## src/rtl/core/mfm_flux_interval_decoder_macros.svh

```systemverilog
// Assertion helpers shared by the decoder RTL.
// Each macro expects clk_i and rst_ni in scope.
`ifndef MFM_FLUX_INTERVAL_DECODER_MACROS_SVH
`define MFM_FLUX_INTERVAL_DECODER_MACROS_SVH

// Same-cycle implication
`define MFD_ASSERT_NOW(label, ante, cons, msg) \
  label: assert property (@(posedge clk_i) disable iff (!rst_ni) (ante) |-> (cons)) \
    else $error(msg);

// Next-cycle implication
`define MFD_ASSERT_NEXT(label, ante, cons, msg) \
  label: assert property (@(posedge clk_i) disable iff (!rst_ni) (ante) |=> (cons)) \
    else $error(msg);

`endif

```

## src/rtl/core/mfd_pkg.sv

```systemverilog
package mfd_pkg;

  localparam int unsigned StampW = 16;
  localparam int unsigned CodeBits = 2;
  localparam int unsigned ByteBits = 8;

  // Register indexes of the configuration port
  typedef enum logic [1:0] {
    CFG_TOO_SHORT = 2'd0,
    CFG_LIMIT_4US = 2'd1,
    CFG_LIMIT_6US = 2'd2,
    CFG_LIMIT_8US = 2'd3
  } cfg_idx_e;

  // Cell codes
  typedef enum logic [CodeBits-1:0] {
    CODE_NONE = 2'd0,
    CODE_4US  = 2'd1,
    CODE_6US  = 2'd2,
    CODE_8US  = 2'd3
  } code_e;

  localparam logic [StampW-1:0] TooShortReset = 16'd22;
  localparam logic [StampW-1:0] Limit4usReset = 16'd40;
  localparam logic [StampW-1:0] Limit6usReset = 16'd56;
  localparam logic [StampW-1:0] Limit8usReset = 16'd72;

  typedef struct packed {
    logic [StampW-1:0] too_short;
    logic [StampW-1:0] limit_4us;
    logic [StampW-1:0] limit_6us;
    logic [StampW-1:0] limit_8us;
  } thresh_t;

  typedef struct packed {
    logic                symbol_valid;
    code_e               symbol_code;
    logic                byte_push;
    logic [ByteBits-1:0] packed_byte;
    logic                rx_drop;
  } result_t;

endpackage

```

## src/rtl/core/mfd_cfg.sv

```systemverilog
module mfd_cfg import mfd_pkg::*; (
  input  logic              clk_i,
  input  logic              rst_ni,
  input  logic              cfg_we_i,
  input  logic [1:0]        cfg_idx_i,
  input  logic [StampW-1:0] cfg_wdata_i,
  output thresh_t           thresh_o
);

  thresh_t thresh_q;

  // Write the addressed threshold
  always_ff @(posedge clk_i or negedge rst_ni) begin
    if (!rst_ni) begin
      thresh_q.too_short <= TooShortReset;
      thresh_q.limit_4us <= Limit4usReset;
      thresh_q.limit_6us <= Limit6usReset;
      thresh_q.limit_8us <= Limit8usReset;
    end else if (cfg_we_i) begin
      unique case (cfg_idx_e'(cfg_idx_i))
        CFG_TOO_SHORT: thresh_q.too_short <= cfg_wdata_i;
        CFG_LIMIT_4US: thresh_q.limit_4us <= cfg_wdata_i;
        CFG_LIMIT_6US: thresh_q.limit_6us <= cfg_wdata_i;
        CFG_LIMIT_8US: thresh_q.limit_8us <= cfg_wdata_i;
        default: ;
      endcase
    end
  end

  assign thresh_o = thresh_q;

endmodule

```

## src/rtl/core/mfd_cell.sv

```systemverilog
module mfd_cell import mfd_pkg::*; (
  input  logic              clk_i,
  input  logic              rst_ni,
  input  logic              advance_i,
  input  logic [StampW-1:0] stamp_i,
  input  logic              tx_full_i,
  input  logic              rx_nonempty_i,
  input  thresh_t           thresh_i,
  output result_t           result_o
);

  logic [StampW-1:0]   prev_q, prev_d;
  logic [ByteBits-1:0] acc_q, acc_d;
  logic [1:0]          cnt_q, cnt_d;
  logic [StampW-1:0]   interval;
  code_e               code;
  logic                hit;
  logic                complete;

  // Wrapping interval since the previous pulse
  assign interval = stamp_i - prev_q;

  // Classify against the thresholds in order
  always_comb begin
    if (interval < thresh_i.too_short) begin
      code = CODE_NONE;
    end else if (interval < thresh_i.limit_4us) begin
      code = CODE_4US;
    end else if (interval < thresh_i.limit_6us) begin
      code = CODE_6US;
    end else if (interval < thresh_i.limit_8us) begin
      code = CODE_8US;
    end else begin
      code = CODE_NONE;
    end
  end

  assign hit      = (code != CODE_NONE);
  assign acc_d    = hit ? {acc_q[ByteBits-CodeBits-1:0], code} : acc_q;
  assign cnt_d    = hit ? cnt_q + 2'd1 : cnt_q;
  assign prev_d   = stamp_i;
  assign complete = hit && (cnt_q == 2'd3);

  // Build the result for this pulse
  always_comb begin
    result_o.symbol_valid = hit;
    result_o.symbol_code  = code;
    result_o.byte_push    = complete && !tx_full_i;
    result_o.packed_byte  = complete ? acc_d : '0;
    result_o.rx_drop      = complete && rx_nonempty_i;
  end

  // Advance the decoder state once per request
  always_ff @(posedge clk_i or negedge rst_ni) begin
    if (!rst_ni) begin
      prev_q <= '0;
      acc_q  <= '0;
      cnt_q  <= '0;
    end else if (advance_i) begin
      prev_q <= prev_d;
      acc_q  <= acc_d;
      cnt_q  <= cnt_d;
    end
  end

endmodule

```

## src/rtl/core/mfm_flux_interval_decoder.sv

```systemverilog
// Channel | Direction | Handshake                | Payload
// input   | in        | in_valid_i / in_ready_o  | capture_stamp_i, tx_full_i, rx_nonempty_i
// result  | out       | out_valid_o / out_ready_i| symbol_*, byte_push_o, packed_byte_o, rx_drop_o
// config  | in        | cfg_we_i (no wait)       | cfg_idx_i, cfg_wdata_i
//
// One request is taken per cycle while in_ready_o is high and waits in the input register,
// then moves through subtract/compare/shift into the result register when that register is free.
// Reset loads the default thresholds and clears stamp, accumulator and code count.
// While the result waits, one more request is taken into the input register;
// in_ready_o then stays low until the result is taken.
`include "mfm_flux_interval_decoder_macros.svh"

module mfm_flux_interval_decoder import mfd_pkg::*; (
  input  logic                clk_i,
  input  logic                rst_ni,
  input  logic                cfg_we_i,
  input  logic [1:0]          cfg_idx_i,
  input  logic [StampW-1:0]   cfg_wdata_i,
  input  logic                in_valid_i,
  output logic                in_ready_o,
  input  logic [StampW-1:0]   capture_stamp_i,
  input  logic                tx_full_i,
  input  logic                rx_nonempty_i,
  output logic                out_valid_o,
  input  logic                out_ready_i,
  output logic                symbol_valid_o,
  output logic [CodeBits-1:0] symbol_code_o,
  output logic                byte_push_o,
  output logic [ByteBits-1:0] packed_byte_o,
  output logic                rx_drop_o
);

  thresh_t           thresh;
  logic              in_vld_q;
  logic [StampW-1:0] stamp_q;
  logic              tx_full_q;
  logic              rx_ne_q;
  logic              out_vld_q;
  result_t           res_q;
  result_t           res_d;
  logic              out_free;
  logic              advance;
  logic              in_fire;

  mfd_cfg u_cfg (
    .clk_i       (clk_i),
    .rst_ni      (rst_ni),
    .cfg_we_i    (cfg_we_i),
    .cfg_idx_i   (cfg_idx_i),
    .cfg_wdata_i (cfg_wdata_i),
    .thresh_o    (thresh)
  );

  // Pipeline control
  assign out_free   = !out_vld_q || out_ready_i;
  assign advance    = in_vld_q && out_free;
  assign in_ready_o = !in_vld_q || out_free;
  assign in_fire    = in_valid_i && in_ready_o;

  // Hold the input request
  always_ff @(posedge clk_i or negedge rst_ni) begin
    if (!rst_ni) begin
      in_vld_q <= 1'b0;
    end else if (in_ready_o) begin
      in_vld_q <= in_valid_i;
    end
  end

  always_ff @(posedge clk_i) begin
    if (in_fire) begin
      stamp_q   <= capture_stamp_i;
      tx_full_q <= tx_full_i;
      rx_ne_q   <= rx_nonempty_i;
    end
  end

  mfd_cell u_cell (
    .clk_i         (clk_i),
    .rst_ni        (rst_ni),
    .advance_i     (advance),
    .stamp_i       (stamp_q),
    .tx_full_i     (tx_full_q),
    .rx_nonempty_i (rx_ne_q),
    .thresh_i      (thresh),
    .result_o      (res_d)
  );

  // Hold the result until taken
  always_ff @(posedge clk_i or negedge rst_ni) begin
    if (!rst_ni) begin
      out_vld_q <= 1'b0;
    end else if (out_free) begin
      out_vld_q <= in_vld_q;
    end
  end

  always_ff @(posedge clk_i) begin
    if (advance) begin
      res_q <= res_d;
    end
  end

  assign out_valid_o    = out_vld_q;
  assign symbol_valid_o = res_q.symbol_valid;
  assign symbol_code_o  = res_q.symbol_code;
  assign byte_push_o    = res_q.byte_push;
  assign packed_byte_o  = res_q.packed_byte;
  assign rx_drop_o      = res_q.rx_drop;

  `MFD_ASSERT_NEXT(a_advance_fills, advance, out_vld_q, "advanced request did not reach output")
  `MFD_ASSERT_NOW(a_full_drains, in_vld_q && in_ready_o, advance, "input taken while held request stuck")
  `MFD_ASSERT_NOW(a_byte_needs_code, out_vld_q && (byte_push_o || rx_drop_o), symbol_valid_o, "byte event without code")
  `MFD_ASSERT_NOW(a_code_none, out_vld_q && !symbol_valid_o, symbol_code_o == CODE_NONE && packed_byte_o == '0, "ignored interval carries data")

endmodule
```

## config.mk

```make
export PLATFORM = sky130hd
export DESIGN_NAME = mfm_flux_interval_decoder
export DESIGN_NICKNAME = d
export VERILOG_FILES = /design/src/rtl/core/mfd_pkg.sv /design/src/rtl/core/mfd_cfg.sv /design/src/rtl/core/mfd_cell.sv /design/src/rtl/core/mfm_flux_interval_decoder.sv
export VERILOG_INCLUDE_DIRS = /design/src /design/src/rtl/core
export SDC_FILE = /design/constraint.sdc
export NUM_CORES = 1
export LEC_CHECK = 0
export BUFFER_PORTS_ARGS = -buffer_cell sky130_fd_sc_hd__buf_2
export CAP_MARGIN = 10
export CELL_PAD_IN_SITES_DETAIL_PLACEMENT = 0
export CELL_PAD_IN_SITES_GLOBAL_PLACEMENT = 1
export CORE_MARGIN = 2
export CORE_UTILIZATION = 35
export DETAILED_ROUTE_END_ITERATION = 8
export GPL_TIMING_DRIVEN = 0
export PLACE_DENSITY_LB_ADDON = 0.1
export SLEW_MARGIN = 20
export SYNTH_ARGS = -nofsm -noshare
export SYNTH_HDL_FRONTEND = slang
export SYNTH_SLANG_ARGS = --single-unit
```

## constraint.sdc

```tcl
create_clock -name clk_i -period 5.45 [get_ports clk_i]
set_clock_uncertainty 0.1 [all_clocks]
set_input_delay 1.635 -clock clk_i [delete_from_list [all_inputs] [get_ports clk_i]]
set_output_delay 1.635 -clock clk_i [all_outputs]
set_load 0.02 [all_outputs]
```

Word level (Yosys, flattened, before mapping)
Cells that the tools add are included.
{"block": "op_classes", "addsub": 2, "n_mul": 0, "n_div": 0, "magnitude_cmp": 4, "n_eq_ne": 4, "shift": 0, "muxes": 5, "bitwise": 0, "reduce_logical": 17}
{"operator": "16-bit less-than comparator", "count": 4}
{"operator": "16-bit subtractor", "count": 1}
{"operator": "2-bit AND reduction", "count": 5}
{"operator": "2-bit two-way mux", "count": 4}
{"operator": "8-bit two-way mux", "count": 1}
{"operator": "2-bit == test, second input constant", "count": 3}
{"operator": "1-bit logical AND", "count": 5}
{"operator": "1-bit zero test", "count": 3}
{"operator": "2-bit by 1-bit adder with 2-bit output, second input constant", "count": 1}
{"operator": "2-bit by 1-bit == test with 1-bit output, second input constant", "count": 1}
{"operator": "2-bit zero test", "count": 1}
{"operator": "1-bit logical OR", "count": 2}
{"operator": "2-bit nonzero test", "count": 1}
{"block": "totals", "ff_bits": 123, "latchBits": 0, "ram_bits": 0, "romBits": 0, "out_inout_bits": 15, "wordCells": 49, "n_memories": 0}

Depth between registers and ports, before layout
Gate-level depths: netlist of run 1.
{"block": "depth", "ltp_word": 9, "ltp_mapped": 19, "depth_no_buf": 18}

Modules after synthesis
From an unflattened synthesis of run 1, not the netlist that was laid out.
{"block": "hier_totals", "cells_unflattened": 592, "hier_area_um2": 6800.3}
{"mod": "mfd_cell", "n_inst": 1, "cells_per_inst": 417, "area_per_inst_um2": 3342.0}
{"mod": "mfd_cfg", "n_inst": 1, "cells_per_inst": 136, "area_per_inst_um2": 2423.6}
{"mod": "mfm_flux_interval_decoder", "n_inst": 1, "cells_per_inst": 39, "area_per_inst_um2": 1034.7}

Worst setup path before layout of run 1
No wires, ideal clock.
{"block": "synth_timing", "path_type": "register to register", "from": "reg u_cell.prev_q[0]", "to": "reg u_cell.acc_q[2]", "setup_ps": 125, "arrival_time_ps": 3867, "required_time_ps": 5225, "path_slack_ps": 1358, "stages_incl_launch_ff": 19, "cell_sequence": "dfrtp_1 ha_1 fa_1 nor2b_1 o21ai_0 a21oi_1 o31ai_1 a31oi_1 nor4_1 a311o_1 ha_1 nand4_1 nor3_2 a221oi_1 o211a_2 nand3b_1 and3_1 buf_6 mux2_4"}
{"block": "synth_via", "elab_chain_cells": 8, "word_cells_on_any_way": 11, "classes_between": "add/sub (1); order compare (4); mux (5); reduce/logical (1)"}
{"element": "from (decl)", "line_no": "mfd_cell.sv:12", "text": "logic [StampW-1:0] prev_q, prev_d;"}
{"element": "from (signal assigned)", "line_no": "mfd_cell.sv:60", "text": "prev_q <= prev_d;"}
{"element": "16-bit subtractor *", "line_no": "mfd_cell.sv:21", "text": "assign interval = stamp_i - prev_q;"}
{"element": "16-bit less-than comparator", "line_no": "mfd_cell.sv:31", "text": "end else if (interval < thresh_i.limit_8us) begin"}
{"element": "2-bit two-way mux", "line_no": "mfd_cell.sv:31"}
{"element": "2-bit two-way mux", "line_no": "mfd_cell.sv:29", "text": "end else if (interval < thresh_i.limit_6us) begin"}
{"element": "2-bit two-way mux", "line_no": "mfd_cell.sv:27", "text": "end else if (interval < thresh_i.limit_4us) begin"}
{"element": "2-bit two-way mux *", "line_no": "mfd_cell.sv:25", "text": "if (interval < thresh_i.too_short) begin"}
{"element": "2-bit nonzero test *", "line_no": "mfd_cell.sv:38", "text": "assign hit = (code != CODE_NONE);"}
{"element": "8-bit two-way mux *", "line_no": "mfd_cell.sv:39", "text": "assign acc_d = hit ? {acc_q[ByteBits-CodeBits-1:0], code} : acc_q;"}
{"element": "to (signal assigned)", "line_no": "mfd_cell.sv:57", "text": "acc_q <= '0;"}
{"element": "to (signal assigned)", "line_no": "mfd_cell.sv:61", "text": "acc_q <= acc_d;"}
{"element": "to (decl)", "line_no": "mfd_cell.sv:13", "text": "logic [ByteBits-1:0] acc_q, acc_d;"}
Every way passes the cells marked *; elsewhere a longest branch is shown, timed or not.
A chain may end at the register's enable or synchronous reset.

Worst setup path in the final report of run 1
{"block": "layout_timing", "from": "reg u_cell.prev_q[0]", "to": "reg u_cell.cnt_q[1]"}
{"block": "layout_via", "elab_chain_cells": 8, "word_cells_on_any_way": 11, "classes_between": "add/sub (1); order compare (4); mux (4); reduce/logical (2)"}
{"element": "16-bit subtractor *", "line_no": "mfd_cell.sv:21"}
{"element": "16-bit less-than comparator", "line_no": "mfd_cell.sv:31"}
{"element": "2-bit two-way mux", "line_no": "mfd_cell.sv:31"}
{"element": "2-bit two-way mux", "line_no": "mfd_cell.sv:29"}
{"element": "2-bit two-way mux", "line_no": "mfd_cell.sv:27"}
{"element": "2-bit two-way mux *", "line_no": "mfd_cell.sv:25"}
{"element": "2-bit nonzero test *", "line_no": "mfd_cell.sv:38"}
{"element": "2-bit AND reduction (no line) *"}
{"element": "to (signal assigned)", "line_no": "mfd_cell.sv:62", "text": "cnt_q <= cnt_d;"}
{"element": "to (decl)", "line_no": "mfd_cell.sv:14", "text": "logic [1:0] cnt_q, cnt_d;"}
Marks and branches as above.

==> impl_metrics.tcl, run 1 <==
set metrics [dict create \
    yosysTopAreaCell "dfrtp_1" \
    ant_nets 0 \
    grt_usage_pct 16.5 \
    slowest_delay_ns 0.45 \
    viasPerCell 4.85 \
    setup_viol 0 \
    drc 0 \
    fin_crit_ns 4.83 \
    regArea_sq_mm 0.00320 \
    fin_crit_sh_pct 88.6 \
    whs_endpoint "u_cell.cnt_q[0]$_DFFE_PN0P_" \
    yosys_register_bits 121 \
    clock.fmax_mhz 207 \
    pwr-share-seq_pct 34.0 \
    area_growth_pct 17.5 \
    drive_gt1_share_pct 23.6 \
    cp.required_ns 5.64 \
    antenna_found_initial 0 \
    die_width_microns 142 \
    hold_class "reg2reg" \
    placementRows 50 \
    slew_violations 0 \
    power_density_mw_per_mm2 451 \
    routabilityCongestion 0.783 \
    ios 56 \
    fillers 1822 \
    die_area_sq_mm 0.0202 \
    hold_start "u_cell.cnt_q[0]$_DFFE_PN0P_" \
    status "finished, final reports clean" \
    power_frac_comb_pct 36.5 \
    clk_latency_ns 0.41 \
    clk_pin_slew_worst_paths_ns 0.06 \
    critPathCaptureType "flip-flop" \
    vdd.ir_drop.worst_mv 0.234 \
    drtPass1Iterations 4 \
    grt_pass1_vias 4768 \
    switching_share_pct 34.4 \
    fp.dieH_microns 142 \
    crit-reg2reg-launch "u_cell.prev_q[0]$_DFFE_PN0P_" \
    nets 804 \
    syn_area_sq_mm 0.00667 \
    dp_hpwl_microns 11300 \
    drt_iter0_drc 209 \
    worstMarginPinSlew_ns 0.926 \
    path_max_fanout 6 \
    wl_microns 15000 \
    core_sq_mm 0.0187 \
    detail_route.wl_per_cell_microns 16.1 \
    worst_setup_path_start_kind "flip-flop" \
    crit_type "reg2reg" \
    synth.area.top_cells "dfrtp_1 30%, ha_1 14%, edfxtp_1 14%" \
    hold_slack_ns 0.380 \
    dominantRegCellSynth "dfrtp_1" \
    num_vias 4524 \
    crit_top_cell "ha_1" \
    synth_top_area_share_pct 30.0 \
    syn-num-nets 728 \
    relSlewSlack_pct 38.2 \
    cts_setup_buffers 0 \
    synthCells 610 \
    cts_hold_buf 0 \
    seq_area_frac_synth_pct 47.9 \
    p_clk_share_pct 29.5 \
    r2r_cells 18 \
    leakagePower_nw 3.67 \
    cts_root_buf "clkbuf_16" \
    synth_edf_count 31 \
    diodes 0 \
    worst_r2r_endpoint "u_cell.cnt_q[1]$_DFFE_PN0P_" \
    worstPathCellList "ha_1, fa_1, nor2b_1, o21ai_0, a21oi_1, o31ai_1, a31oi_1, nor4_1, a311o_1, ha_1, and4_1, nand2_1, a2111oi_1, nand3b_2, nand3b_1, and3_1, buf_6, mux2_4" \
    cts_resized 0 \
    portBuffers 55 \
    r2r_slack_ns 0.62 \
    start_util_pct 35.7 \
    hold_viol 0 \
    power.internal_mw 2.32 \
    grt_max_degree 53 \
    post-route-util_pct 41.9 \
    cts_max_path_buffers 2 \
    yosysWarnings 0 \
    hold_depth 1 \
    arrival_ns 5.02 \
    multiInputGateArea_sq_mm 0.00310 \
    cp_slowest_cell "a2111oi_1" \
    setup_tns_ns 0 \
    tritoncts "done" \
    synthArstFlopShare_pct 74.4 \
    p_switching_mw 1.22 \
    cts.sinks 121 \
    maxCapViolCount 0 \
    cts_max_level 4 \
    rsz0062_at_grt "no" \
    synth.avg_cell_area_sq_um 10.9 \
    grt_overflow_total 0 \
    grt_pass1_wl_microns 25300 \
    synth.distinct_cells 55 \
    numCtsBuffers 17 \
]
## cells in the final DEF, fill, tap and decap left out, drive strengths merged, types with 6 or more instances in the layout
master | synthesis | layout
a221oi | 6 | 6
dfstp | 10 | 10
buf | 2 | 59
and2 | 9 | 9
mux2 | 54 | 54
nand3 | 7 | 7
a31oi | 7 | 7
nand2b | 7 | 7
nor2 | 20 | 20
xnor2 | 8 | 8
edfxtp | 31 | 31
clkbuf | 9 | 28
a21oi | 23 | 23
inv | 88 | 88
clkinv | 0 | 7
o21ai | 44 | 44
nand2 | 59 | 59
dfrtp | 80 | 80
a21o | 7 | 7
nand3b | 6 | 6
ha | 76 | 76
## kinds of logic (layout without fill, tap and decap cells)
logic type	Yosys count	count (layout)	share of synthesized area (%)
simple gates	135	135	10.1
flops	121	121	47.9
compound gates	113	113	10.9
buf+inv	99	188	5.68
fa+ha+maj	77	77	14.6
mux	54	54	9.40
xor+xnor	11	11	1.44
## power groups by stage
stage	clock, mW	combinational, mW	sequential [mW]
2_1_floorplan	0	0.925	1.23
3_3_place_gp	0	1.28	1.21
3_5_place_dp	0	1.31	1.22
4_1_cts	1.08	1.32	1.20
5_1_grt	1.13	1.50	1.22
6_report	1.04	1.29	1.20
## state kept, by name, indices dropped and copies added (netlist names)
signal / flops
symbol_valid_o: 1
packed_byte_o: 8
rx_drop_o: 1
symbol_code_o: 2
stamp_q: 16
u_cell.prev_q: 16
rx_ne_q: 1
u_cell.acc_q: 6
in_vld_q: 1
byte_push_o: 1
out_valid_o: 1
tx_full_q: 1
u_cfg.thresh_o: 64
u_cell.cnt_q: 2
## cell usage after synthesis (7+ instances only)
master / count
dfstp_2: 10
clkbuf_1: 9
inv_1: 88
a31oi_1: 7
nor2_1: 20
nand2b_1: 7
a21o_1: 7
dfrtp_1: 80
ha_1: 76
nand3_1: 7
edfxtp_1: 31
and2_1: 8
nand2_1: 59
o21ai_0: 42
mux2_2: 49
a21oi_1: 23
xnor2_1: 8
## routing by layer
layer / routed length (microns) / share of wire (%) / vias up / global-route usage [%]
met3: 420 / 2.8 / 15 / 3.13
met5: 0 / 0 / - / 0
met1: 7190 / 48 / 2160 / 21.5
met2: 7170 / 48 / 64 / 27.3
met4: 266 / 1.8 / 0 / 6.16
li1: - / - / 2285 / -
## layout make-up
| class | count | share of cell area [%] |
|---|---|---|
| Inverter | 88 | 4.22 |
| Tap cell | 234 | 3.74 |
| Clock inverter | 13 | 1.34 |
| Multi-Input combinational cell | 390 | 39.5 |
| Clock buffer | 19 | 5.65 |
| Buffer | 11 | 0.623 |
| Sequential cell | 121 | 40.8 |
| Timing Repair Buffer | 57 | 4.14 |
## worst max path at each step
stage                                       startpoint                     endpoint  slack, ns  cells past startpoint
after floorplan           u_cell.prev_q[0]$_DFFE_PN0P_  u_cell.acc_q[2]$_DFFE_PN0P_       1.36                     18
final                     u_cell.prev_q[0]$_DFFE_PN0P_  u_cell.cnt_q[1]$_DFFE_PN0P_       0.62                     18
after global routing              stamp_q[0]$_DFFE_PP_  u_cell.acc_q[5]$_DFFE_PN0P_       0.21                     19
after CTS                 u_cell.prev_q[0]$_DFFE_PN0P_  u_cell.cnt_q[1]$_DFFE_PN0P_       0.63                     18
after global placement    u_cell.prev_q[0]$_DFFE_PN0P_  u_cell.acc_q[5]$_DFFE_PN0P_       0.67                     18
after detailed placement  u_cell.prev_q[0]$_DFFE_PN0P_  u_cell.acc_q[3]$_DFFE_PN0P_       0.66                     18
## worst max-delay path: cells and delay by family (launching register included)
| family | cells | cell delay (ns) |
|---|---|---|
| compound gates | 6 | 1.82 |
| fa+ha+maj | 3 | 0.92 |
| buf+inv | 1 | 0.14 |
| flops | 1 | 0.38 |
| simple gates | 7 | 1.08 |
| mux | 1 | 0.29 |
## metrics by stage
step | total power, mW | area (sq um) | std cells | worst slack [ns]
detailed placement | 2.52 | 7290 | 901 | 0.656
floorplan | 2.15 | 6670 | 610 | 1.36
global placement | 2.49 | 7240 | 899 | 0.666
global route | 3.85 | 7840 | 933 | 0.208
finish | 3.54 | 7840 | 933 | 0.619
CTS | 3.60 | 7840 | 933 | 0.632
No activity file was read; power rests on OpenSTA's default activity.
==> inputs of run 2 (changes only) <==
--- a/config.mk
+++ b/config.mk
@@ -18,4 +18,5 @@
 export SLEW_MARGIN = 20
 export SYNTH_ARGS = -nofsm -noshare
 export SYNTH_HDL_FRONTEND = slang
+export SYNTH_HIERARCHICAL = 1
 export SYNTH_SLANG_ARGS = --single-unit
==> run 2 against run 1 <==
Non-clock buffer count decreased by 1. Final cell count increased by 0.75%. Sequential share of layout area down 1.1 points. Critical path type unchanged. Critical endpoint is now packed_byte_o[3]$_DFFE_PP_. Largest cell class is now multi-input gates.
==> impl_metrics.tcl, run 2 <==
set metrics [dict create \
    grt_pass1_vias 4483 \
    hold_class "reg2reg" \
    worstPathCellList "inv_1, ha_1, fa_1, nor2b_1, o21ai_1, a21oi_1, o31ai_1, a31oi_1, nor4_1, a311o_1, ha_1, and4_1, nand2_1, a2111oi_0, nand3b_4, nand3b_4, and3_1, and2_1" \
    grt_overflow_total 0 \
    final_common_cell "inv_1" \
    power_frac_comb_pct 35.8 \
    nets 785 \
    switching_share_pct 33.6 \
    cts_max_path_buffers 2 \
    die_width_microns 143 \
    synth_most_common_cell "inv_1" \
    wl_microns 14700 \
    drtPass1Iterations 4 \
    cts_setup_buffers 0 \
    cts_hold_buf 0 \
    grt_pass1_wl_microns 23700 \
    synth.area.top_cells "dfrtp_1 29%, ha_1 14%, edfxtp_1 14%" \
    syn_area_sq_mm 0.00680 \
    worstMarginPinSlew_ns 0.646 \
    yosysWarnings 6 \
    hold_viol 0 \
    synth_top_area_share_pct 29.4 \
    p_clk_share_pct 31.9 \
    power_density_mw_per_mm2 464 \
    num_vias 4461 \
    clk_pin_slew_worst_paths_ns 0.06 \
    yosysTopAreaCell "dfrtp_1" \
    fin_crit_sh_pct 91.0 \
    crit_type "reg2reg" \
    vdd.ir_drop.worst_mv 0.224 \
    synth.distinct_cells 55 \
    fin_crit_ns 4.96 \
    r2r_cells 18 \
    synthTopCellsByCount "88 x inv_1, 80 x dfrtp_1, 76 x ha_1" \
    cts_root_buf "clkbuf_16" \
    rsz0062_at_grt "no" \
    portBuffers 55 \
    setup_viol 0 \
    whs_endpoint "u_cell/cnt_q[0]$_DFFE_PN0P_" \
    slew_violations 0 \
    worst_setup_path_start_kind "flip-flop" \
    critPathCaptureType "flip-flop" \
    numCtsBuffers 17 \
    drt_iter0_drc 188 \
    hold_slack_ns 0.385 \
    p_switching_mw 1.26 \
    synth.avg_cell_area_sq_um 11.5 \
    largest_register_ffs 64 \
    ios 56 \
    synthArstFlopShare_pct 74.4 \
    die_area_sq_mm 0.0206 \
    path_delay_family "compound AO/OA/AOI/OAI gates" \
    cts_max_level 4 \
    worst_r2r_endpoint "packed_byte_o[3]$_DFFE_PP_" \
    leakagePower_nw 3.79 \
    yosys_register_bits 121 \
    grt_max_degree 51 \
    path_max_fanout 7 \
    hold_start "u_cell/cnt_q[0]$_DFFE_PN0P_" \
    path_buf_inv 1 \
    fp.dieH_microns 143 \
    start_util_pct 36.0 \
    synthCells 592 \
    maxCapViolCount 0 \
    core_sq_mm 0.0189 \
    r2r_slack_ns 0.49 \
    crit-reg2reg-launch "stamp_q[0]$_DFFE_PP_" \
    dominantRegCellSynth "dfrtp_1" \
    seq_area_frac_synth_pct 47.0 \
    slowest_delay_ns 0.60 \
    detail_route.wl_per_cell_microns 15.6 \
    placementRows 50 \
    relSlewSlack_pct 55.8 \
    hold_depth 1 \
    synth_edf_count 31 \
    syn-num-nets 710 \
    power.internal_mw 2.49 \
    ant_nets 0 \
    final_cell_mix "88 x inv_1, 80 x dfrtp_1, 76 x ha_1, 66 x mux2_2, 56 x buf_2" \
    drive_gt1_share_pct 27.9 \
    grt_usage_pct 15.3 \
    setup_tns_ns 0 \
    clock.fmax_mhz 202 \
    dp_hpwl_microns 11100 \
    antenna_found_initial 0 \
    cts.sinks 121 \
    cp_slowest_cell "a2111oi_0" \
    diodes 0 \
    arrival_ns 5.02 \
    clk_latency_ns 0.41 \
    viasPerCell 4.75 \
    routabilityCongestion 0.755 \
    tritoncts "done" \
    pwr-share-seq_pct 32.4 \
    cts_resized 0 \
    area_growth_pct 18.5 \
    cp.required_ns 5.51 \
    startpoint "stamp_q[0]$_DFFE_PP_" \
    status "finished, final reports clean" \
    drc 0 \
]
[run 2: cell types whose count changed in the layout (fill, tap and decap cells not counted), sizes merged, moves of 4 or more]
cell / before / now
buf: 59 / 63
clkbuf: 28 / 21
mux2: 54 / 71
o21ai: 44 / 29
nand2: 59 / 39
[run 2: stage by stage]
stage	total power, mW	utilization (%)	instance area [sq um]	instances	setup WS, ns
final	3.74	42.7	8060	940	0.488
after global routing	4.03	42.7	8060	940	0.244
after CTS	3.80	42.7	8060	940	0.521
after detailed placement	2.57	39.4	7430	908	0.556
after global placement	2.55	39.2	7400	907	0.538
after floorplan	2.20	-	6800	592	1.38
[run 2: metal layers]
layer  vias to the layer above  global-route usage, %  wire (microns)
met3                         9                   3.73             450
met5                         -                      0               0
met4                         0                   4.64             158
li1                       2237                      -               -
met2                        85                   24.8            6940
met1                      2130                   20.3            7130
[run 2: area by class of cell]
class / count / area [sq um]
Fill cell: 1861 / 10800
Multi-Input combinational cell: 372 / 3200
Sequential cell: 121 / 3200
Clock buffer: 17 / 425
Inverter: 88 / 330
Tap cell: 260 / 325
Timing Repair Buffer: 56 / 309
Clock inverter: 15 / 199
Buffer: 11 / 76.3
[run 2: worst max path at each step]
stage	to	slack [ns]	cells past startpoint
3_5_place_dp	packed_byte_o[3]$_DFFE_PP_	0.56	18
2_1_floorplan	packed_byte_o[2]$_DFFE_PP_	1.38	19
3_3_place_gp	packed_byte_o[3]$_DFFE_PP_	0.54	18
5_1_grt	packed_byte_o[3]$_DFFE_PP_	0.24	18
6_report	packed_byte_o[3]$_DFFE_PP_	0.49	18
4_1_cts	packed_byte_o[3]$_DFFE_PP_	0.52	18
[run 2: power by group through the flow]
stage | registers [mW] | clock network [mW] | logic [mW]
after global routing | 1.24 | 1.27 | 1.52
after floorplan | 1.23 | 0 | 0.968
after CTS | 1.21 | 1.23 | 1.36
final | 1.21 | 1.19 | 1.34
after global placement | 1.22 | 0 | 1.32
after detailed placement | 1.23 | 0 | 1.34
[run 2: kinds of logic after synthesis]
logic type / after synthesis / share of synthesized area (%)
adder cells (fa/ha/maj): 77 / 14.3
flip-flops: 121 / 47.0
AO/OA/AOI/OAI: 96 / 9.22
XOR/XNOR: 11 / 1.42
buffers and inverters: 99 / 5.98
AND/OR/NAND/NOR: 117 / 10.1
multiplexers: 71 / 12.0
[run 2: worst reg2reg max path: cells and delay by family (launching register included)]
family / cells / cell delay (ns)
AO/OA/AOI/OAI: 6 / 1.91
AND/OR/NAND/NOR: 8 / 1.37
adder cells (fa/ha/maj): 3 / 0.95
flip-flops: 1 / 0.34
buffers and inverters: 1 / 0.04
==> inputs of run 3 (changes only) <==
--- a/config.mk
+++ b/config.mk
@@ -6,12 +6,13 @@
 export SDC_FILE = /design/constraint.sdc
 export NUM_CORES = 1
 export LEC_CHECK = 0
+export ABC_AREA = 1
 export BUFFER_PORTS_ARGS = -buffer_cell sky130_fd_sc_hd__buf_2
 export CAP_MARGIN = 10
 export CELL_PAD_IN_SITES_DETAIL_PLACEMENT = 0
 export CELL_PAD_IN_SITES_GLOBAL_PLACEMENT = 1
 export CORE_MARGIN = 2
-export CORE_UTILIZATION = 35
+export CORE_UTILIZATION = 40
 export DETAILED_ROUTE_END_ITERATION = 8
 export GPL_TIMING_DRIVEN = 0
 export PLACE_DENSITY_LB_ADDON = 0.1
==> run 3 against run 2 <==
Wire length up 16%. Worst setup slack better by 0.86 ns. Register-to-register slack better by 0.86 ns. Flip-flop and latch count unchanged. Clock-buffer cell count up 1.
==> impl_metrics.tcl, run 3 <==
set metrics [dict create \
    status "finished, final reports clean" \
    ant_nets 0 \
    synth_edf_count 31 \
    yosysTopAreaCell "dfrtp_1" \
    clk_pin_slew_worst_paths_ns 0.06 \
    routabilityCongestion 0.843 \
    crit_type "reg2reg" \
    cp.required_ns 5.64 \
    grt_pass1_vias 5649 \
    nets 1008 \
    detail_route.wl_per_cell_microns 15.0 \
    syn-num-nets 935 \
    cts_max_path_buffers 2 \
    area_growth_pct 17.4 \
    critPathCaptureType "flip-flop" \
    drt_iter0_drc 199 \
    fin_crit_ns 4.10 \
    cts.sinks 121 \
    synthTopCellsByCount "249 x nand2_1, 118 x inv_1, 80 x dfrtp_1" \
    fp.dieH_microns 136 \
    yosysWarnings 6 \
    wl_microns 17000 \
    r2r_slack_ns 1.35 \
    cts_root_buf "clkbuf_16" \
    die_area_sq_mm 0.0185 \
    synth.area.top_cells "dfrtp_1 29%, ha_1 14%, nand2_1 13%" \
    synth_most_common_cell "nand2_1" \
    numCtsBuffers 17 \
    fin_crit_sh_pct 75.2 \
    setup_viol 0 \
    crit_top_cell "nand2_1" \
    worstMarginPinSlew_ns 0.778 \
    path_delay_family "adder cells" \
    synthArstFlopShare_pct 74.4 \
    maxCapViolCount 0 \
    largest_register_ffs 64 \
    hold_viol 0 \
    synthMuxAreaShare_pct 0 \
    viasPerCell 4.95 \
    synth_top_area_share_pct 28.7 \
    synthCells 817 \
    cts_max_level 4 \
    synthAdderAreaFrac_pct 13.9 \
    synth_simple_gate_area_share_pct 23.1 \
    final_common_cell "nand2_1" \
    seq_area_frac_synth_pct 45.9 \
    rsz0062_at_grt "no" \
    grt_max_degree 68 \
    cts_hold_buf 0 \
    yosys_register_bits 121 \
    dp_hpwl_microns 12900 \
    grt_pass1_wl_microns 28500 \
    cp_slowest_cell "xor2_1" \
    synth-compound-area-share_pct 6.75 \
    clock.fmax_mhz 244 \
    ios 56 \
    slowest_delay_ns 0.56 \
    worst_setup_path_start_kind "flip-flop" \
    fillers 1739 \
    core_sq_mm 0.0172 \
    antenna_found_initial 0 \
    portBuffers 53 \
    final_cell_mix "249 x nand2_1, 118 x inv_1, 80 x dfrtp_1, 76 x ha_1, 63 x buf_2" \
    leakagePower_nw 4.19 \
    start_util_pct 40.6 \
    synth.avg_cell_area_sq_um 8.53 \
    clk_latency_ns 0.43 \
    power_density_mw_per_mm2 462 \
    synth_xor_area_share_pct 1.89 \
    setup_tns_ns 0 \
    placementRows 48 \
    vdd.ir_drop.worst_mv 0.249 \
    drc 0 \
    synth_top_family_by_area "simple AND/OR/NAND/NOR gates" \
    path_max_fanout 10 \
    cts_setup_buffers 0 \
    die_width_microns 136 \
    grt_overflow_total 0 \
    diodes 0 \
    path_buf_inv 4 \
    grt_usage_pct 20.3 \
    dominantRegCellSynth "dfrtp_1" \
    drtPass1Iterations 4 \
    slew_violations 0 \
    arrival_ns 4.29 \
    relSlewSlack_pct 48.1 \
    synth.distinct_cells 34 \
    worstPathCellList "inv_1, ha_1, fa_1, o21ai_1, a21oi_1, o21ai_1, xor2_1, ha_1, nand2_1, inv_1, o21ai_0, nand2_1, nand2_1, nand2_1, inv_1, nand2_1, nand2_1, nand3_1, nand2_2, buf_6, nand2_8, nor2_2" \
    cts_resized 0 \
    drive_gt1_share_pct 13.6 \
    post-route-util_pct 47.6 \
    hold_class "reg2reg" \
    tritoncts "done" \
    syn_area_sq_mm 0.00697 \
    num_vias 5587 \
]
[run 3: cell count changes after synthesis, sizes merged, moves of 8 or more]
cell,change
nand2,+214
mux2,-71
nand4,+44
inv,+30
nand3,+25
a21oi,+18
and2,-11
buf,+10
nand2b,-9
clkbuf,+8
nor2,+8
[run 3: cell type report]
type                    instances  area [sq um]  share of cell area [%]
repair buffers                 54           299                    3.66
clock inverters                14           198                    2.42
clock buffers                  18           429                    5.25
plain buffers                  29           141                    1.73
multi-input cells             547          3180                    38.9
well taps                     225           282                    3.44
flip-flops and latches        121          3200                    39.1
inverters                     120           450                    5.51
[run 3: routing by layer]
layer / GRT usage (%) / share of wire, % / vias up
met5: 0 / 0 / -
met4: 6.71 / 1.1 / 0
met3: 4.70 / 4.3 / 12
met2: 33.6 / 48 / 76
met1: 26.4 / 47 / 2669
li1: - / - / 2830
[run 3: cells by family (layout without fill, tap and decap cells)]
family | Yosys count | count (layout)
AND/OR/NAND/NOR | 367 | 367
buffers and inverters | 149 | 235
flip-flops | 121 | 121
AO/OA/AOI/OAI | 88 | 88
adder cells (fa/ha/maj) | 77 | 77
XOR/XNOR | 15 | 15
[run 3: worst min-delay path: cells and delay by family (launching register included)]
family	cells	cell delay, ns
and+or+nand+nor	2	0.09
DFF	1	0.36
[run 3: path summary, 6_finish.rpt]
check                                            endpoint  cells after the start                           start
max                            packed_byte_o[1]$_DFFE_PP_                     22            stamp_q[0]$_DFFE_PP_
min                        u_cfg/thresh_o[20]$_DFFE_PN1P_                      2  u_cfg/thresh_o[20]$_DFFE_PN1P_
max reg2reg                    packed_byte_o[1]$_DFFE_PP_                     22            stamp_q[0]$_DFFE_PP_
min reg2reg                u_cfg/thresh_o[20]$_DFFE_PN1P_                      2  u_cfg/thresh_o[20]$_DFFE_PN1P_
max in group asynchronous  u_cfg/thresh_o[49]$_DFFE_PN1P_                      2                          rst_ni
min in group asynchronous  u_cfg/thresh_o[10]$_DFFE_PN0P_                      1                          rst_ni
[run 3: stage by stage]
stage	hold slack [ns]	worst slack, ns	area [sq um]	std cells	total power, mW
after floorplan	0.342	1.86	6970	817	2.21
after CTS	0.365	1.30	8180	1128	3.83
after global placement	0.354	1.37	7510	1095	2.55
final	0.362	1.35	8180	1128	3.78
after global routing	0.384	0.925	8180	1128	4.11
after detailed placement	0.357	1.32	7550	1096	2.61
[run 3: where the power goes]
part | leakage, nW | internal (mW) | switching [mW]
logic | 2.49 | 0.523 | 0.883
registers | 1.40 | 1.11 | 0.0737
clock network | 0.301 | 0.768 | 0.428
total | 4.19 | 2.40 | 1.38
